`config.mk`:
```
export PLATFORM = sky130hd
export DESIGN_NAME = byte_frame_builder_crc16
export DESIGN_NICKNAME = d
export VERILOG_FILES = /design/src/sv/bfb_pkg.sv /design/src/sv/byte_frame_builder_crc16.sv /design/src/sv/bfb_ctl.sv /design/src/sv/bfb_ser.sv
export VERILOG_INCLUDE_DIRS = /design/src /design/src/sv
export SDC_FILE = /design/constraint.sdc
export NUM_CORES = 1
export LEC_CHECK = 0
export BUFFER_PORTS_ARGS = -buffer_cell sky130_fd_sc_hd__buf_2
export CAP_MARGIN = 30
export CELL_PAD_IN_SITES_DETAIL_PLACEMENT = 0
export CELL_PAD_IN_SITES_GLOBAL_PLACEMENT = 1
export CORE_MARGIN = 4
export CORE_UTILIZATION = 49
export DETAILED_ROUTE_END_ITERATION = 10
export GPL_TIMING_DRIVEN = 0
export PLACE_DENSITY_LB_ADDON = 0.1
export SLEW_MARGIN = 25
export SYNTH_ARGS = -nofsm -noshare
export SYNTH_HDL_FRONTEND = slang
export SYNTH_SLANG_ARGS = --single-unit
```
`constraint.sdc`:
```
create_clock -name clk -period 5.25 [get_ports clk]
set_input_delay 0 -clock clk [delete_from_list [all_inputs] [get_ports clk]]
set_output_delay 0 -clock clk [all_outputs]
set_load 0.02 [all_outputs]
```
`src/sv/byte_frame_builder_crc16_assert.svh`:
```
// Assertion macros shared by the frame builder modules.
`ifndef BYTE_FRAME_BUILDER_CRC16_ASSERT_SVH
`define BYTE_FRAME_BUILDER_CRC16_ASSERT_SVH

// Check that a condition implies a consequence in the same cycle.
`define BFB_ASSERT_SAME(lbl, ante, cons) \
    lbl: assert property (@(posedge clk) disable iff (!rst_n) (ante) |-> (cons)) \
        else $error("frame builder check failed");

// Check that a condition implies a consequence in the next cycle.
`define BFB_ASSERT_NEXT(lbl, ante, cons) \
    lbl: assert property (@(posedge clk) disable iff (!rst_n) (ante) |=> (cons)) \
        else $error("frame builder check failed");

`endif

```
`src/sv/bfb_pkg.sv`:
```
// Types, codes and the CRC byte update for the frame builder.
package bfb_pkg;

    localparam logic [15:0] CRC_SEED = 16'hFFFF;
    localparam logic [15:0] CRC_POLY = 16'h1021;

    localparam logic REQ_START = 1'b0;
    localparam logic REQ_DATA  = 1'b1;

    localparam logic [1:0] ST_OK       = 2'd0;
    localparam logic [1:0] ST_NO_SPACE = 2'd1;
    localparam logic [1:0] ST_SEQ_ERR  = 2'd2;

    localparam logic [1:0] CFG_MAX_LEN     = 2'd0;
    localparam logic [1:0] CFG_VERSION     = 2'd1;
    localparam logic [1:0] CFG_HEAD_FIRST  = 2'd2;
    localparam logic [1:0] CFG_HEAD_SECOND = 2'd3;

    localparam logic [15:0] RST_MAX_LEN     = 16'd1024;
    localparam logic [7:0]  RST_VERSION     = 8'h01;
    localparam logic [7:0]  RST_HEAD_FIRST  = 8'hFA;
    localparam logic [7:0]  RST_HEAD_SECOND = 8'hFC;

    localparam logic [16:0] HDR_CRC_BYTES = 17'd8;

    typedef struct packed {
        logic        req_type;
        logic [7:0]  command;
        logic [15:0] payload_len;
        logic [7:0]  data_byte;
    } req_item_t;

    typedef struct packed {
        logic [7:0]  out_byte;
        logic        last;
        logic [15:0] frame_len;
        logic [1:0]  status;
    } res_item_t;

    typedef struct packed {
        logic [15:0] max_frame_len;
        logic [7:0]  version_byte;
        logic [7:0]  head_first;
        logic [7:0]  head_second;
    } cfg_t;

    typedef struct packed {
        logic [7:0][7:0] bytes;
        logic [2:0]      last_idx;
        logic            tail;
        logic [15:0]     frame_len;
        logic [1:0]      status;
    } burst_t;

    function automatic logic [15:0] crc_fold(input logic [15:0] crc, input logic [7:0] b);
        logic [15:0] c;
        c = crc ^ {b, 8'h00};
        for (int k = 0; k < 8; k++)
        begin
            c = c[15] ? ({c[14:0], 1'b0} ^ CRC_POLY) : {c[14:0], 1'b0};
        end
        return c;
    endfunction

endpackage

```
`src/sv/byte_frame_builder_crc16.sv`:
```
// Top level: frame builder with CRC-16/CCITT-FALSE trailer and config registers.
// An item is registered, then evaluated into the result buffer when it is free;
// its results are valid from there. One item per cycle while each item yields
// one result and results are not stalled; an item with n results (header: 6,
// header with empty payload: 8, last payload byte: 3) holds the input until done.
// Reset clears the frame state and loads the config registers with their defaults.
module byte_frame_builder_crc16
    import bfb_pkg::*;
(
    input  logic        clk,
    input  logic        rst_n,
    input  logic        cfg_we,
    input  logic [1:0]  cfg_index,
    input  logic [15:0] cfg_data,
    input  logic        item_valid,
    output logic        item_stall,
    input  req_item_t   item,
    output logic        result_valid,
    input  logic        result_stall,
    output res_item_t   result
);

    cfg_t   cfg_reg;
    burst_t burst;
    logic   burst_valid;
    logic   burst_take;

    always_ff @(posedge clk or negedge rst_n)
    begin
        if (!rst_n)
        begin
            cfg_reg.max_frame_len <= RST_MAX_LEN;
            cfg_reg.version_byte  <= RST_VERSION;
            cfg_reg.head_first    <= RST_HEAD_FIRST;
            cfg_reg.head_second   <= RST_HEAD_SECOND;
        end
        else if (cfg_we)
        begin
            unique case (cfg_index)
                CFG_MAX_LEN:     cfg_reg.max_frame_len <= cfg_data;
                CFG_VERSION:     cfg_reg.version_byte  <= cfg_data[7:0];
                CFG_HEAD_FIRST:  cfg_reg.head_first    <= cfg_data[7:0];
                CFG_HEAD_SECOND: cfg_reg.head_second   <= cfg_data[7:0];
                default:         cfg_reg.head_second   <= cfg_reg.head_second;
            endcase
        end
    end

    bfb_ctl u_ctl (
        .clk         (clk),
        .rst_n       (rst_n),
        .cfg         (cfg_reg),
        .item_valid  (item_valid),
        .item_stall  (item_stall),
        .item        (item),
        .burst_valid (burst_valid),
        .burst_take  (burst_take),
        .burst       (burst)
    );

    bfb_ser u_ser (
        .clk          (clk),
        .rst_n        (rst_n),
        .burst_valid  (burst_valid),
        .burst_take   (burst_take),
        .burst        (burst),
        .result_valid (result_valid),
        .result_stall (result_stall),
        .result       (result)
    );

endmodule

```
`src/sv/bfb_ctl.sv`:
```
// Input register, frame state and per-item result burst.
module bfb_ctl
    import bfb_pkg::*;
(
    input  logic      clk,
    input  logic      rst_n,
    input  cfg_t      cfg,
    input  logic      item_valid,
    output logic      item_stall,
    input  req_item_t item,
    output logic      burst_valid,
    input  logic      burst_take,
    output burst_t    burst
);

    req_item_t   item_reg;
    logic        item_vld_reg;
    logic [15:0] crc_reg, crc_next;
    logic [15:0] left_reg, left_next;
    logic [15:0] total_reg, total_next;
    logic        open_reg, open_next;

    logic [16:0] total_w;
    logic [15:0] crc_hdr;
    logic [15:0] crc_dat;

    assign item_stall  = item_vld_reg && !burst_take;
    assign burst_valid = item_vld_reg;

    always_ff @(posedge clk or negedge rst_n)
    begin
        if (!rst_n)
        begin
            item_vld_reg <= 1'b0;
        end
        else if (item_valid && !item_stall)
        begin
            item_vld_reg <= 1'b1;
        end
        else if (burst_take)
        begin
            item_vld_reg <= 1'b0;
        end
    end

    always_ff @(posedge clk)
    begin
        if (item_valid && !item_stall)
        begin
            item_reg <= item;
        end
    end

    always_ff @(posedge clk or negedge rst_n)
    begin
        if (!rst_n)
        begin
            crc_reg   <= CRC_SEED;
            left_reg  <= '0;
            total_reg <= '0;
            open_reg  <= 1'b0;
        end
        else if (burst_take)
        begin
            crc_reg   <= crc_next;
            left_reg  <= left_next;
            total_reg <= total_next;
            open_reg  <= open_next;
        end
    end

    assign total_w = HDR_CRC_BYTES + {1'b0, item_reg.payload_len};
    assign crc_hdr = crc_fold(crc_fold(crc_fold(CRC_SEED, item_reg.command),
                                       item_reg.payload_len[15:8]),
                              item_reg.payload_len[7:0]);
    assign crc_dat = crc_fold(crc_reg, item_reg.data_byte);

    always_comb
    begin
        crc_next   = crc_reg;
        left_next  = left_reg;
        total_next = total_reg;
        open_next  = open_reg;
        burst      = '0;
        if (item_reg.req_type == REQ_START)
        begin
            if (open_reg)
            begin
                burst.status = ST_SEQ_ERR;
            end
            else if (total_w > {1'b0, cfg.max_frame_len})
            begin
                burst.status = ST_NO_SPACE;
            end
            else
            begin
                burst.bytes[0] = cfg.head_first;
                burst.bytes[1] = cfg.head_second;
                burst.bytes[2] = cfg.version_byte;
                burst.bytes[3] = item_reg.command;
                burst.bytes[4] = item_reg.payload_len[15:8];
                burst.bytes[5] = item_reg.payload_len[7:0];
                burst.status   = ST_OK;
                if (item_reg.payload_len == '0)
                begin
                    burst.bytes[6]  = crc_hdr[15:8];
                    burst.bytes[7]  = crc_hdr[7:0];
                    burst.last_idx  = 3'd7;
                    burst.tail      = 1'b1;
                    burst.frame_len = total_w[15:0];
                    total_next      = total_w[15:0];
                end
                else
                begin
                    burst.last_idx = 3'd5;
                    crc_next       = crc_hdr;
                    left_next      = item_reg.payload_len;
                    total_next     = total_w[15:0];
                    open_next      = 1'b1;
                end
            end
        end
        else
        begin
            if (!open_reg)
            begin
                burst.status = ST_SEQ_ERR;
            end
            else if (left_reg == 16'd1)
            begin
                burst.bytes[0]  = item_reg.data_byte;
                burst.bytes[1]  = crc_dat[15:8];
                burst.bytes[2]  = crc_dat[7:0];
                burst.last_idx  = 3'd2;
                burst.tail      = 1'b1;
                burst.frame_len = total_reg;
                burst.status    = ST_OK;
                crc_next        = CRC_SEED;
                left_next       = '0;
                open_next       = 1'b0;
            end
            else
            begin
                burst.bytes[0] = item_reg.data_byte;
                burst.status   = ST_OK;
                crc_next       = crc_dat;
                left_next      = left_reg - 16'd1;
            end
        end
    end

`include "byte_frame_builder_crc16_assert.svh"

    `BFB_ASSERT_SAME(a_open_has_bytes, open_reg, left_reg != '0)
    `BFB_ASSERT_SAME(a_closed_crc_seed, !open_reg, crc_reg == CRC_SEED)
    `BFB_ASSERT_NEXT(a_item_held, item_vld_reg && !burst_take, item_vld_reg)

endmodule

```
`src/sv/bfb_ser.sv`:
```
// Result buffer that plays out one burst as single result items.
module bfb_ser
    import bfb_pkg::*;
(
    input  logic      clk,
    input  logic      rst_n,
    input  logic      burst_valid,
    output logic      burst_take,
    input  burst_t    burst,
    output logic      result_valid,
    input  logic      result_stall,
    output res_item_t result
);

    burst_t     burst_reg;
    logic [2:0] idx_reg;
    logic       busy_reg;
    logic       take;
    logic       at_end;

    assign take         = busy_reg && !result_stall;
    assign at_end       = idx_reg == burst_reg.last_idx;
    assign burst_take   = burst_valid && (!busy_reg || (take && at_end));
    assign result_valid = busy_reg;

    always_ff @(posedge clk or negedge rst_n)
    begin
        if (!rst_n)
        begin
            busy_reg <= 1'b0;
            idx_reg  <= '0;
        end
        else if (burst_take)
        begin
            busy_reg <= 1'b1;
            idx_reg  <= '0;
        end
        else if (take)
        begin
            if (at_end)
            begin
                busy_reg <= 1'b0;
            end
            else
            begin
                idx_reg <= idx_reg + 3'd1;
            end
        end
    end

    always_ff @(posedge clk)
    begin
        if (burst_take)
        begin
            burst_reg <= burst;
        end
    end

    always_comb
    begin
        result.out_byte  = burst_reg.bytes[idx_reg];
        result.last      = at_end && (burst_reg.tail || burst_reg.status != ST_OK);
        result.frame_len = (at_end && burst_reg.tail) ? burst_reg.frame_len : '0;
        result.status    = burst_reg.status;
    end

`include "byte_frame_builder_crc16_assert.svh"

    `BFB_ASSERT_SAME(a_idx_in_burst, busy_reg, idx_reg <= burst_reg.last_idx)
    `BFB_ASSERT_NEXT(a_mid_burst_stays, take && !at_end, busy_reg)
    `BFB_ASSERT_SAME(a_len_only_last, result_valid && result.frame_len != '0, result.last)

endmodule
```
**Word level (Yosys, flattened, before mapping)**

Index checks and enable logic that the tools add are counted.

- Flip-flop bits (word level): 213
- Bits of input ports: 56
- Output and inout port bits: 29
- Logic and storage cells: 183

- Add/sub/neg operators: 3
- Magnitude comparators: 2
- Eq/ne operators: 10
- Muxes and demuxes: 72
- Bitwise logic cells: 40
- Reduce and logical (&&, ||, !) cells: 29

Operators with widths:

| kind | number |
|---|---|
| $mux W13 | 32 |
| $mux W16 | 14 |
| $mux W44 | 3 |
| $not A3 Y3 | 32 |
| $xor A16 B16 Y16 | 3 |
| $mux W46 | 1 |
| $bmux W8 S3 | 1 |
| $mux W19 | 1 |
| $add A4 B16 Y17 const A | 1 |
| $gt A17 B16 Y1 | 1 |
| $mux W17 | 1 |
| $eq A16 B1 Y1 const B | 1 |
| $logic_not A16 Y1 | 1 |
| $not A16 Y16 | 1 |
| $sub A16 B1 Y16 const B | 1 |
| $mux W1 | 12 |
| $reduce_and A2 Y1 | 6 |
| $mux W3 | 3 |
| $mux W8 | 1 |
| $reduce_bool A2 Y1 | 4 |
| $logic_and A1 B1 Y1 | 7 |
| $mux W2 | 3 |
| $ne A2 B1 Y1 const B | 3 |
| $reduce_and A5 Y1 | 1 |
| 13 further kinds | 22 |

**Logic depth before layout (Yosys ltp)**

Gate-level depths: netlist (run 1).

- Word-level depth: 55
- Gate-level depth with buffers: 16
- Mapped depth without buffers: 13

**By module**

From an unflattened synthesis (run 1), not the netlist that was laid out.

- Cells, all modules: 838
- Area, all modules: 10824.1 sq um

By module, submodules not included:

| module | times used | cells each | area an instance (sq um) | sequential area each (sq um) |
|---|---|---|---|---|
| bfb_ctl | 1 | 585 | 5654.2 | 2262.2 |
| bfb_ser | 1 | 168 | 3651.0 | 2682.6 |
| byte_frame_builder_crc16 | 1 | 85 | 1519.0 | 1018.5 |

**Worst setup path before layout (run 1)**

No wires, ideal clock.

- Path type: register to register
- Start: reg u_ser.burst_reg[19] (netlist name)
- End: reg u_ctl.total_reg[13]
- Library setup time: 0.128 ns
- Data arrival time: 3.898 ns
- Required time: 5.122 ns
- Setup slack: 1.225 ns
- Cell stages (with the launch flop): 8
- Path buffers: 1
- Clock period less this slack: 4.025 ns
- Path through: edfxtp_1 or3_1 a211oi_1 o21ai_0 inv_1 nand4b_2 buf_2 mux2_1

- Word-level cells in the longest chain between the ends: 5

Ends and longest elaborated chain:

| what | RTL line | text |
|---|---|---|
| start: declaration | bfb_ser.sv:15 | `burst_t burst_reg;` |
| start signal: assignment | bfb_ser.sv:55 | `burst_reg <= burst;` |
| $eq A3 B3 Y1 | bfb_ser.sv:22 | `assign at_end = idx_reg == burst_reg.last_idx;` |
| $logic_and A1 B1 Y1 | bfb_ser.sv:23 | `assign burst_take = burst_valid && (!busy_reg \|\| (take && at_end));` |
| $logic_or A1 B1 Y1 | bfb_ser.sv:23 |  |
| $logic_and A1 B1 Y1 | bfb_ser.sv:23 |  |
| via burst_take | byte_frame_builder_crc16.sv:26 | `logic burst_take;` |
| $reduce_and A4 Y1 (no line) | n/a |  |
| end signal: assignment | bfb_ctl.sv:67 | `total_reg <= total_next;` |
| end: declaration | bfb_ctl.sv:20 | `logic [15:0] total_reg, total_next;` |

The timed path passes the listed nets, and every way through them passes these cells.
A chain may end at the register's enable or synchronous reset.

==> flow_summary.ini, run 1 <==
[worst_hold_path]
holdCritPathClass = in -> reg
holdPathStages = 3
hold_path_startpoint = cfg_index[0]

[yosys]
synthesized_netlist_cell_count = 855
yosysWarnings = 0
synthTopCellsByArea = sky130_fd_sc_hd__edfxtp_1 33%, sky130_fd_sc_hd__dfrtp_1 15%, sky130_fd_sc_hd__dfstp_2 7.5%
yosysUniqueCellTypes = 55
postSynthNetCount = 932
sequential_share_of_the_synthesized_area_pct = 56.1
yosys_register_bits = 211
synth_area_per_cell_um2 = 12.3
postSynth.asyncResetShare_pct = 44.5
syn_area_mm2 = 0.0105
yosysTopAreaCellShare_pct = 33.4
synthFlopType = sky130_fd_sc_hd__edfxtp_1
synthDominantAreaCellType = sky130_fd_sc_hd__edfxtp_1
synth_enable_flop_cells = 117

[grt]
gr-total-overflow = 0
first_global_vias = 7566
groute.usage.overall_pct = 24.7
initial_antenna_violation_count = 0
grt_start_max_net_pins = 56
first_pass_grt_wire_length_um = 45300

[pwr]
p_sw_mw = 2.29
worst_ir_drop_vdd_mv = 0.278
leakagePower_nw = 5.03
comb_power_share_pct = 38.0
power_report.internal_total_mw = 3.97
powerDensity_mw_per_mm2 = 496
post-layout-total-power_mw = 6.26
pwr-share-clk_pct = 23.9
seqPwrFrac_pct = 38.1
p_sw_share_pct = 36.6

[worst_setup_path]
worstRegToRegCells = 16
reg2reg_from = u_ctl.item_reg[15]
worst-endpoint-arrival_ns = 5.35
cp_slowest_cell = sky130_fd_sc_hd__nor4_2
critical_path_buf_inv_count = 3
cp-start-kind = register
cp_top_family = simple AND/OR/NAND/NOR gates
worst-r2r-setup-slack_ns = 0.12
launching_instance_or_port_of_the_critical_path = u_ctl.item_reg[15]
crit_path_end_kind = register
setup.worst_path.class = reg -> reg
crit_cells = 16
endpoint_required_time_on_the_critical_path_ns = 5.47
path_cells = clkbuf_1 > and4_1 > and2_1 > nand3_1 > nor2_1 > xor2_1 > ha_1 > a21o_1 > a211oi_1 > o21ai_0 > o31a_1 > nor4_2 > buf_2 > buf_2 > nand2_1 > o21ai_0
worstPathMaxFanout = 10
critical-path-max-stage-delay_ns = 0.53

[detailed_routing]
routed_wire_length_per_instance_um = 22.4
drt-vias-per-instance = 5.69
drtIter0Drc = 678
residual_drc_count = 0
routed-via-count = 7467
drt-pass1-iter-count = 5
totalWireLength_um = 29400
ant_nets = 0

[clock_tree]
postCtsSetupBuffers = 0
clkTransAtPathRegs_ns = 0.06
clk-insertion-delay-late_ns = 0.51
cts_root_buf = sky130_fd_sc_hd__clkbuf_16
clock-sinks = 211
cts-buffers-inserted = 23
tritoncts = built
cts_htree_levels = 1
cts-root-to-sink-buffers = 3

[placed_design]
routabilityCongestion = 0.942
preCtsSetupSlack_ns = -0.00216
buffers_on_ports = 83
placed_area_mm2 = 0.0114
hpwl_um = 21700

[die]
effective_utilization_at_floorplan_pct = 49.9
floorplan.die_area_mm2 = 0.0239
die_h_um = 155
std_cell_rows = 53
placeableCoreArea_mm2 = 0.0211
num_io_pins = 85
fp.dieW_um = 155

[cells_and_area]
final_cell_area_mm2 = 0.0126
antenna_cells_inserted = 0
drive_above_1_share_pct = 23.7
areaGrowthSynthToFinish_pct = 19.9
nNetsFinal = 1097
largest_register_ffs = 82

[timing]
grt_setup_unrepaired = no
slew_viol_final = 0
timing.final.crit_period_ns = 5.13
fin_worst_hold_slack_ns = 0.0160
final_min_period_over_clock_period_pct = 97.6
setup-violations-final = 0
max_freq_mhz = 195
timing.clock.skew_ns = 0.0164
postLayoutSetupSlackWorst_ns = 0.125
final_hold_viol_count = 0
relSlewSlack_pct = 38.7
worst-slew-pin-transition_ns = 0.916

[run_status]
run_status = finished clean

[run]
timing.max_cap.violations = 0
## synth_stat cells (3+ instances only)
cell / n
sky130_fd_sc_hd__nor3_1: 10
sky130_fd_sc_hd__buf_2: 14
sky130_fd_sc_hd__ha_1: 21
sky130_fd_sc_hd__xnor2_1: 58
sky130_fd_sc_hd__xor2_1: 27
sky130_fd_sc_hd__edfxtp_1: 117
sky130_fd_sc_hd__inv_1: 28
sky130_fd_sc_hd__nand4_1: 4
sky130_fd_sc_hd__nand2b_1: 3
sky130_fd_sc_hd__mux2_2: 48
sky130_fd_sc_hd__and3_1: 13
sky130_fd_sc_hd__and4_1: 5
sky130_fd_sc_hd__a211oi_1: 4
sky130_fd_sc_hd__nand2_1: 44
sky130_fd_sc_hd__a22o_1: 23
sky130_fd_sc_hd__and2_1: 59
sky130_fd_sc_hd__nor2_1: 39
sky130_fd_sc_hd__dfstp_2: 30
sky130_fd_sc_hd__a21o_1: 6
sky130_fd_sc_hd__nor2b_1: 6
sky130_fd_sc_hd__a32oi_1: 6
sky130_fd_sc_hd__a22oi_1: 4
sky130_fd_sc_hd__dfrtp_1: 64
sky130_fd_sc_hd__o21ai_0: 62
sky130_fd_sc_hd__mux4_2: 16
sky130_fd_sc_hd__or3_1: 3
sky130_fd_sc_hd__o21ai_1: 14
sky130_fd_sc_hd__nand3_1: 16
sky130_fd_sc_hd__xnor2_2: 6
sky130_fd_sc_hd__o22ai_1: 5
sky130_fd_sc_hd__nor4_1: 9
sky130_fd_sc_hd__a21oi_1: 25
sky130_fd_sc_hd__a31oi_1: 4
sky130_fd_sc_hd__clkbuf_1: 32
sky130_fd_sc_hd__mux2_1: 3
## layout make-up
cell class                 instances  area (um2)
buffer                            50         213
clock inverter                     9        55.1
clock buffer                      33         643
multi-input combinational        565        4310
tap                              275         344
inverter                          29         111
fill                            1721        8460
timing repair buffer             140        1040
sequential                       211        5900
## power by group through the flow
stage / Clock [mW] / Sequential, mW / Combinational, mW
2_1_floorplan: 0 / 2.34 / 1.64
3_3_place_gp: 0 / 2.41 / 2.28
3_5_place_dp: 0 / 2.41 / 2.33
4_1_cts: 1.53 / 2.38 / 2.38
5_1_grt: 1.61 / 2.41 / 2.56
6_report: 1.50 / 2.38 / 2.38
## routing by layer
layer | global-route usage, % | up-vias | routed length, um
met2 | 39.3 | 253 | 13600
met1 | 36.9 | 3761 | 13700
li1 | - | 3410 | -
met3 | 2.91 | 43 | 1490
met4 | 5.38 | 0 | 582
met5 | 0 | - | 0
## worst min-delay path, stage by stage
cell and delay [ns]:
sky130_fd_sc_hd__buf_2 0.11, sky130_fd_sc_hd__nor3b_1 0.12, sky130_fd_sc_hd__mux2_2 0.25
## placed cells by master, fill, tap and decap left out, types with 8 or more instances in the layout
cell                              n
sky130_fd_sc_hd__edfxtp_1       117
sky130_fd_sc_hd__buf_2           96
sky130_fd_sc_hd__dfrtp_1         64
sky130_fd_sc_hd__o21ai_0         62
sky130_fd_sc_hd__and2_1          58
sky130_fd_sc_hd__xnor2_1         58
sky130_fd_sc_hd__dlygate4sd3_1   54
sky130_fd_sc_hd__mux2_2          48
sky130_fd_sc_hd__nand2_1         44
sky130_fd_sc_hd__clkbuf_1        39
sky130_fd_sc_hd__nor2_1          39
sky130_fd_sc_hd__dfstp_2         30
sky130_fd_sc_hd__xor2_1          27
sky130_fd_sc_hd__inv_1           27
sky130_fd_sc_hd__a21oi_1         25
sky130_fd_sc_hd__a22o_1          23
sky130_fd_sc_hd__clkbuf_16       23
sky130_fd_sc_hd__ha_1            21
sky130_fd_sc_hd__nand3_1         16
sky130_fd_sc_hd__mux4_2          16
sky130_fd_sc_hd__o21ai_1         14
sky130_fd_sc_hd__and3_1          13
sky130_fd_sc_hd__nor3_1          10
sky130_fd_sc_hd__nor4_1           8
## cell families (layout without fill, tap and decap cells)
group	after synthesis	in the layout	share of synthesized area [%]
AND/OR/NAND/NOR	219	219	11.1
flip-flops	211	211	56.1
AO/OA/AOI/OAI	162	162	9.45
XOR/XNOR	96	96	9.01
buffers and inverters	79	261	3.05
multiplexers	67	67	8.87
adder cells (fa/ha/maj)	21	21	2.49
## stage by stage
step                      cells  TNS (ns)  util (%)
after global placement     1213  -0.00515      53.5
after global routing       1312         0      59.9
after floorplan             855         0         -
after CTS                  1312         0      59.9
final                      1312         0      59.9
after detailed placement   1216  -0.00216      54.0
## repair_timing
| item | 4_1_cts | 5_1_grt |
|---|---|---|
| hold buffers | 54 | 0 |
| endpoints found under the hold margin | 141 | 0 |
| endpoints found under the setup margin | 1 | 0 |
| resized for setup | 1 | 0 |
## final timing paths
check / end
max: u_ser.burst_reg[32]
min: cfg_reg[24]
max in group asynchronous: u_ctl.left_reg[15]
min reg2reg: u_ctl.crc_reg[7]
max reg2reg: u_ser.burst_reg[32]
min in group asynchronous: cfg_reg[32]
(Power assumes the default switching activity.)
==> run 2, diff against run 1 <==
- ABC_AREA: unset -> 1
- CORE_UTILIZATION: 49 -> 46
==> run 2 against run 1 <==
Maximum frequency increased by 33%. Worst hold slack improved by 0.013 ns. Sequential share of layout area down 3.2 points. Die area is 13% higher. Flip-flop and latch count unchanged. Register-to-register slack better by 1.3 ns. Wire length rose by 18%. Sequential power rose by 11%. Critical path type unchanged. Largest power group is now combinational logic.
==> flow_summary.ini, run 2 <==
[run_status]
run_status = finished clean

[worst_setup_path]
endpoint_required_time_on_the_critical_path_ns = 5.50
setup.worst_path.class = reg -> reg
cp_slowest_cell = sky130_fd_sc_hd__edfxtp_1
critical-path-max-stage-delay_ns = 0.45
crit_path_end_kind = register
path_cells = ha_1 > nand3_1 > nor2_1 > nand3_1 > nor2_1 > nand3_1 > xor2_1 > inv_1 > ha_1 > nand4_1 > nor4_1 > nand2_1 > nand2_2 > buf_6 > buf_4 > nand3_1 > o21ai_0
worstPathMaxFanout = 10
worst-endpoint-arrival_ns = 4.10
cp-start-kind = register
cpMostUsedCell = sky130_fd_sc_hd__nand3_1

[grt]
met1_usage_pct = 38.3
global_route.peak_usage_layer = met2
first_global_vias = 8966
first_pass_grt_wire_length_um = 53300
groute.usage.overall_pct = 26.2
met2_usage_pct = 41.1
gr-usage-met3_pct = 3.76
initial_antenna_violation_count = 0
grt_start_max_net_pins = 63
gr-total-overflow = 0

[cells_and_area]
largest_register_ffs = 82
areaGrowthSynthToFinish_pct = 20.8
drive_above_1_share_pct = 14.7
most-common-layout-cells = 317 x sky130_fd_sc_hd__nand2_1, 167 x sky130_fd_sc_hd__nor2_1, 142 x sky130_fd_sc_hd__inv_1
layout_commonest_cell = sky130_fd_sc_hd__nand2_1
fillerInstances = 2212
nNetsFinal = 1562
antenna_cells_inserted = 0
final_cell_count_no_fill = 1822

[run]
timing.max_cap.violations = 0

[yosys]
synthesized_netlist_cell_count = 1313
syn_area_mm2 = 0.0112
synthDominantAreaCellType = sky130_fd_sc_hd__edfxtp_1
postSynth.asyncResetShare_pct = 44.5
synthFlopType = sky130_fd_sc_hd__edfxtp_1
yosys_register_bits = 211
sequential_share_of_the_synthesized_area_pct = 52.6
yosysWarnings = 0
postSynthNetCount = 1390
synth_area_per_cell_um2 = 8.55
yosysTopAreaCellShare_pct = 31.3
synth_enable_flop_cells = 117
yosys-top-cells-count = 317 x sky130_fd_sc_hd__nand2_1, 167 x sky130_fd_sc_hd__nor2_1, 143 x sky130_fd_sc_hd__inv_1
most_used_standard_cell_by_instance_count_after_synthesis = sky130_fd_sc_hd__nand2_1
yosysUniqueCellTypes = 43
synthTopCellsByArea = sky130_fd_sc_hd__edfxtp_1 31%, sky130_fd_sc_hd__dfrtp_1 14%, sky130_fd_sc_hd__nand2_1 11%

[timing]
timing.final.crit_period_ns = 3.86
worst-slew-pin-transition_ns = 0.857
final_min_period_over_clock_period_pct = 73.5
tns_ns = 0
grt_setup_unrepaired = no
setup-violations-final = 0
relSlewSlack_pct = 42.6
max_freq_mhz = 259
final_hold_viol_count = 0
slew_viol_final = 0
timing.clock.skew_ns = 0.0220

[pwr]
powerDensity_mw_per_mm2 = 576
leakagePower_nw = 6.25
post-layout-total-power_mw = 7.81
worst_ir_drop_vdd_mv = 0.326

[detailed_routing]
ant_nets = 0
drt-vias-per-instance = 5.23
drtIter0Drc = 866
residual_drc_count = 0
totalWireLength_um = 34700
drt-pass1-iter-count = 5
routed-via-count = 9526
routed_wire_length_per_instance_um = 19.1

[die]
fp.dieW_um = 164
floorplan.die_area_mm2 = 0.0270
effective_utilization_at_floorplan_pct = 47.3
std_cell_rows = 56
placeableCoreArea_mm2 = 0.0238
num_io_pins = 85
die_h_um = 164

[clock_tree]
cts-buffers-inserted = 24
cts-root-to-sink-buffers = 3
cts_root_buf = sky130_fd_sc_hd__clkbuf_16
postCtsSetupBuffers = 0
clock-sinks = 211
cts-hold-fix-buffers = 59
clkTransAtPathRegs_ns = 0.06
tritoncts = built
clk-insertion-delay-late_ns = 0.53
cts_htree_levels = 1
resized_gates_after_cts = 0

[placed_design]
routabilityCongestion = 0.920
hpwl_um = 26000
buffers_on_ports = 84
dp.cells = 1719

[worst_hold_path]
holdCritPathClass = in -> async
==> run 2: final timing paths <==
path                               startpoint             endpoint  slack, ns  cells after the start
min reg2reg                  u_ctl.crc_reg[5]     u_ctl.crc_reg[5]       0.47                      2
max in group asynchronous               rst_n          cfg_reg[11]       4.83                      3
max reg2reg                u_ctl.item_reg[12]  u_ser.burst_reg[39]       1.39                     17
max                        u_ctl.item_reg[12]  u_ser.burst_reg[39]       1.39                     17
min in group clk                     item[22]   u_ctl.item_reg[22]       0.17                      2
min                                     rst_n          cfg_reg[34]       0.03                      2
==> run 2: cells by family (layout without fill, tap and decap cells) <==
family	after synthesis	count (layout)	share of synthesized area [%]
adders and majority gates	21	21	2.34
AOI/OAI and AO/OA	194	194	9.23
buffers and inverters	205	395	7.78
and+or+nand+nor	629	629	23.9
xor gates and xnor gates	53	53	4.14
DFF	211	211	52.6
==> run 2: final cells by class <==
type | instances | area, um2 | area share (%)
Timing Repair Buffer | 146 | 1090 | 8.07
Clock inverter | 17 | 191 | 1.41
Multi-Input combinational cell | 897 | 4460 | 32.9
Inverter | 153 | 577 | 4.25
Buffer | 52 | 299 | 2.20
Clock buffer | 27 | 643 | 4.74
Sequential cell | 211 | 5900 | 43.5
Tap cell | 319 | 399 | 2.94
==> run 2: worst max-delay path, delay by kind of cell (launching register included) <==
kind	cells	cell delay, ns
AO/OA/AOI/OAI	1	0.25
XOR/XNOR	1	0.35
buffers and inverters	3	0.45
flip-flops	1	0.45
adder cells (fa/ha/maj)	2	0.61
AND/OR/NAND/NOR	10	1.47
==> run 2: report_power, final <==
| group | switching, mW | leakage [nW] | internal (mW) |
|---|---|---|---|
| registers | 0.291 | 2.20 | 2.35 |
| clock network | 0.698 | 0.413 | 1.08 |
| logic | 2.31 | 3.64 | 1.09 |
==> run 2: metal layers <==
layer  up-vias  wire length, um
li1       4660                -
met1      4505            15800
met2       314            15700
met3        47             2300
met4         0              870
met5         -                0
==> run 2: stage by stage <==
step / cell area, um2 / setup WS [ns] / utilization, % / hold WS, ns
final: 13600 / 1.39 / 57.1 / 0.0291
after floorplan: 11200 / 2.45 / - / -0.296
after global placement: 12000 / 1.52 / 50.7 / 0.176
after global routing: 13600 / 1.13 / 57.1 / 0.0150
after detailed placement: 12100 / 1.55 / 51.0 / -0.0780
after CTS: 13600 / 1.51 / 57.1 / 0.00709
==> run 3, diff against run 2 <==
- clock period: 5.25 -> 3.9 ns (I/O delays scaled with it)
==> run 3 against run 2 <==
Total power up 35%. Clock power up 35%. Sequential share of layout area down 0.068 points. Die area unchanged. Worst hold slack better by 0.0012 ns. Cell count unchanged. Flip-flop and latch count unchanged. Worst setup slack worse by 1.2 ns. Non-clock buffer count unchanged. Combinational power up 35%. Critical endpoint unchanged. Highest routed layer unchanged.
==> flow_summary.ini, run 3 (synthesis results as in run 2) <==
[die]
floorplan.die_area_mm2 = 0.0270
die_h_um = 164
fp.dieW_um = 164
num_io_pins = 85
placeableCoreArea_mm2 = 0.0238
std_cell_rows = 56
effective_utilization_at_floorplan_pct = 47.3

[worst_hold_path]
holdCritPathClass = in -> async

[cells_and_area]
drive_above_1_share_pct = 15.0
layout_commonest_cell = sky130_fd_sc_hd__nand2_1
final_cell_area_mm2 = 0.0136
final_cell_count_no_fill = 1822
most-common-layout-cells = 317 x sky130_fd_sc_hd__nand2_1, 167 x sky130_fd_sc_hd__nor2_1, 142 x sky130_fd_sc_hd__inv_1
nNetsFinal = 1562
largest_register_ffs = 82
antenna_cells_inserted = 0
areaGrowthSynthToFinish_pct = 21.0

[timing]
grt_setup_unrepaired = no
slew_viol_final = 0
final_min_period_over_clock_period_pct = 94.2
max_freq_mhz = 272
worst-slew-pin-transition_ns = 0.831
relSlewSlack_pct = 44.4
postLayoutSetupSlackWorst_ns = 0.224
setup-violations-final = 0
tns_ns = 0
final_hold_viol_count = 0
timing.clock.skew_ns = 0.0238
fin_worst_hold_slack_ns = 0.0303
timing.final.crit_period_ns = 3.68

[worst_setup_path]
reg2reg_from = u_ctl.item_reg[12]
timing.rr.end = u_ser.burst_reg[39]
worst-endpoint-arrival_ns = 3.94
critical-path-max-stage-delay_ns = 0.44
critical_path_buf_inv_count = 3
cp_slowest_cell = sky130_fd_sc_hd__edfxtp_1
path_cells = ha_1 > nand3_1 > nor2_1 > nand3_1 > nor2_1 > nand3_1 > xor2_2 > inv_1 > ha_1 > nand4_1 > nor4_2 > nand2_1 > nand2_2 > buf_6 > buf_4 > nand3_1 > o21ai_0
crit_path_end_kind = register
cp-start-kind = register
setup.worst_path.class = reg -> reg
cpMostUsedCell = sky130_fd_sc_hd__nand3_1
worst-r2r-setup-slack_ns = 0.22
cp_top_family = simple AND/OR/NAND/NOR gates
worstRegToRegCells = 17
endpoint_required_time_on_the_critical_path_ns = 4.16
worstPathMaxFanout = 10

[grt]
grt_start_max_net_pins = 63
met2_usage_pct = 41.1
groute.usage.overall_pct = 26.2
global_route.peak_usage_layer = met2
met1_usage_pct = 38.3
gr-total-overflow = 0
first_pass_grt_wire_length_um = 53300
gr-usage-met3_pct = 3.76
initial_antenna_violation_count = 0
first_global_vias = 8966

[detailed_routing]
routed-via-count = 9509
drt-pass1-iter-count = 5
residual_drc_count = 0
drt-vias-per-instance = 5.22
ant_nets = 0
totalWireLength_um = 34800
routed_wire_length_per_instance_um = 19.1
drtIter0Drc = 858

[placed_design]
routabilityCongestion = 0.920
buffers_on_ports = 84
dp.cells = 1719
placed_area_mm2 = 0.0121
hpwl_um = 26000
preCtsSetupSlack_ns = 0.196

[pwr]
powerDensity_mw_per_mm2 = 775
leakagePower_nw = 6.25
worst_ir_drop_vdd_mv = 0.439

[clock_tree]
postCtsSetupBuffers = 0
cts-root-to-sink-buffers = 3
clkTransAtPathRegs_ns = 0.06
cts-buffers-inserted = 24
cts_htree_levels = 1
tritoncts = built
cts_root_buf = sky130_fd_sc_hd__clkbuf_16
clk-insertion-delay-late_ns = 0.53
clock-sinks = 211

[run]
timing.max_cap.violations = 0

[run_status]
run_status = finished clean
-- run 3: cell counts in the layout (fill, tap and decap cells not counted) --
No cell type changed its count.
-- run 3: timing repair --
item                                   in CTS  in global routing
resized for setup                           0                  6
setup endpoints to repair                   0                 23
endpoints found under the hold margin     143                  0
hold buffers                               59                  0
-- run 3: layer usage --
layer	up-vias	part of all wire, %
met1	4519	46
met4	0	2.5
met5	-	0
met2	291	45
met3	47	6.3
li1	4652	-
-- run 3: metrics by stage --
step | utilization, % | power (mW)
2_1_floorplan | - | 6.63
3_3_place_gp | 50.7 | 7.97
3_5_place_dp | 51.0 | 8.04
4_1_cts | 57.1 | 10.5
5_1_grt | 57.2 | 11.3
6_report | 57.2 | 10.5
-- run 3: how the worst max path moves through the flow --
stage | to | depth (start not counted) | from | slack [ns]
CTS | u_ser.burst_reg[37] | 17 | u_ctl.item_reg[12] | 0.16
global placement | u_ser.burst_reg[41] | 17 | u_ctl.item_reg[12] | 0.17
finish | u_ser.burst_reg[39] | 17 | u_ctl.item_reg[12] | 0.22
floorplan | u_ser.burst_reg[39] | 20 | u_ctl.item_reg[12] | 1.10
global route | u_ser.burst_reg[44] | 17 | u_ctl.item_reg[12] | 0.07
detailed placement | u_ser.burst_reg[37] | 17 | u_ctl.item_reg[12] | 0.20
-- run 3: worst register-to-register path, cell delays in order (launching register included) --
cell and delay (ns):
sky130_fd_sc_hd__edfxtp_1 0.44, sky130_fd_sc_hd__ha_1 0.27, sky130_fd_sc_hd__nand3_1 0.13, sky130_fd_sc_hd__nor2_1 0.15, sky130_fd_sc_hd__nand3_1 0.13, sky130_fd_sc_hd__nor2_1 0.14, sky130_fd_sc_hd__nand3_1 0.12, sky130_fd_sc_hd__xor2_2 0.26
sky130_fd_sc_hd__inv_1 0.09, sky130_fd_sc_hd__ha_1 0.33, sky130_fd_sc_hd__nand4_1 0.11, sky130_fd_sc_hd__nor4_2 0.27, sky130_fd_sc_hd__nand2_1 0.15, sky130_fd_sc_hd__nand2_2 0.15, sky130_fd_sc_hd__buf_6 0.17, sky130_fd_sc_hd__buf_4 0.17
sky130_fd_sc_hd__nand3_1 0.11, sky130_fd_sc_hd__o21ai_0 0.22
-- run 3: layout make-up --
| type | instances | area, um2 |
|---|---|---|
| Inverter | 153 | 577 |
| Timing Repair Buffer | 146 | 1090 |
| Multi-Input combinational cell | 897 | 4480 |
| Buffer | 52 | 299 |
| Clock inverter | 17 | 191 |
| Tap cell | 319 | 399 |
| Fill cell | 2211 | 10200 |
| Sequential cell | 211 | 5900 |
| Clock buffer | 27 | 643 |
-- run 3: power by group --
| part | switching, mW | internal, mW | leakage, nW |
|---|---|---|---|
| logic | 3.13 | 1.47 | 3.64 |
| registers | 0.392 | 3.16 | 2.20 |
| clock network | 0.938 | 1.45 | 0.413 |
| total | 4.46 | 6.08 | 6.25 |
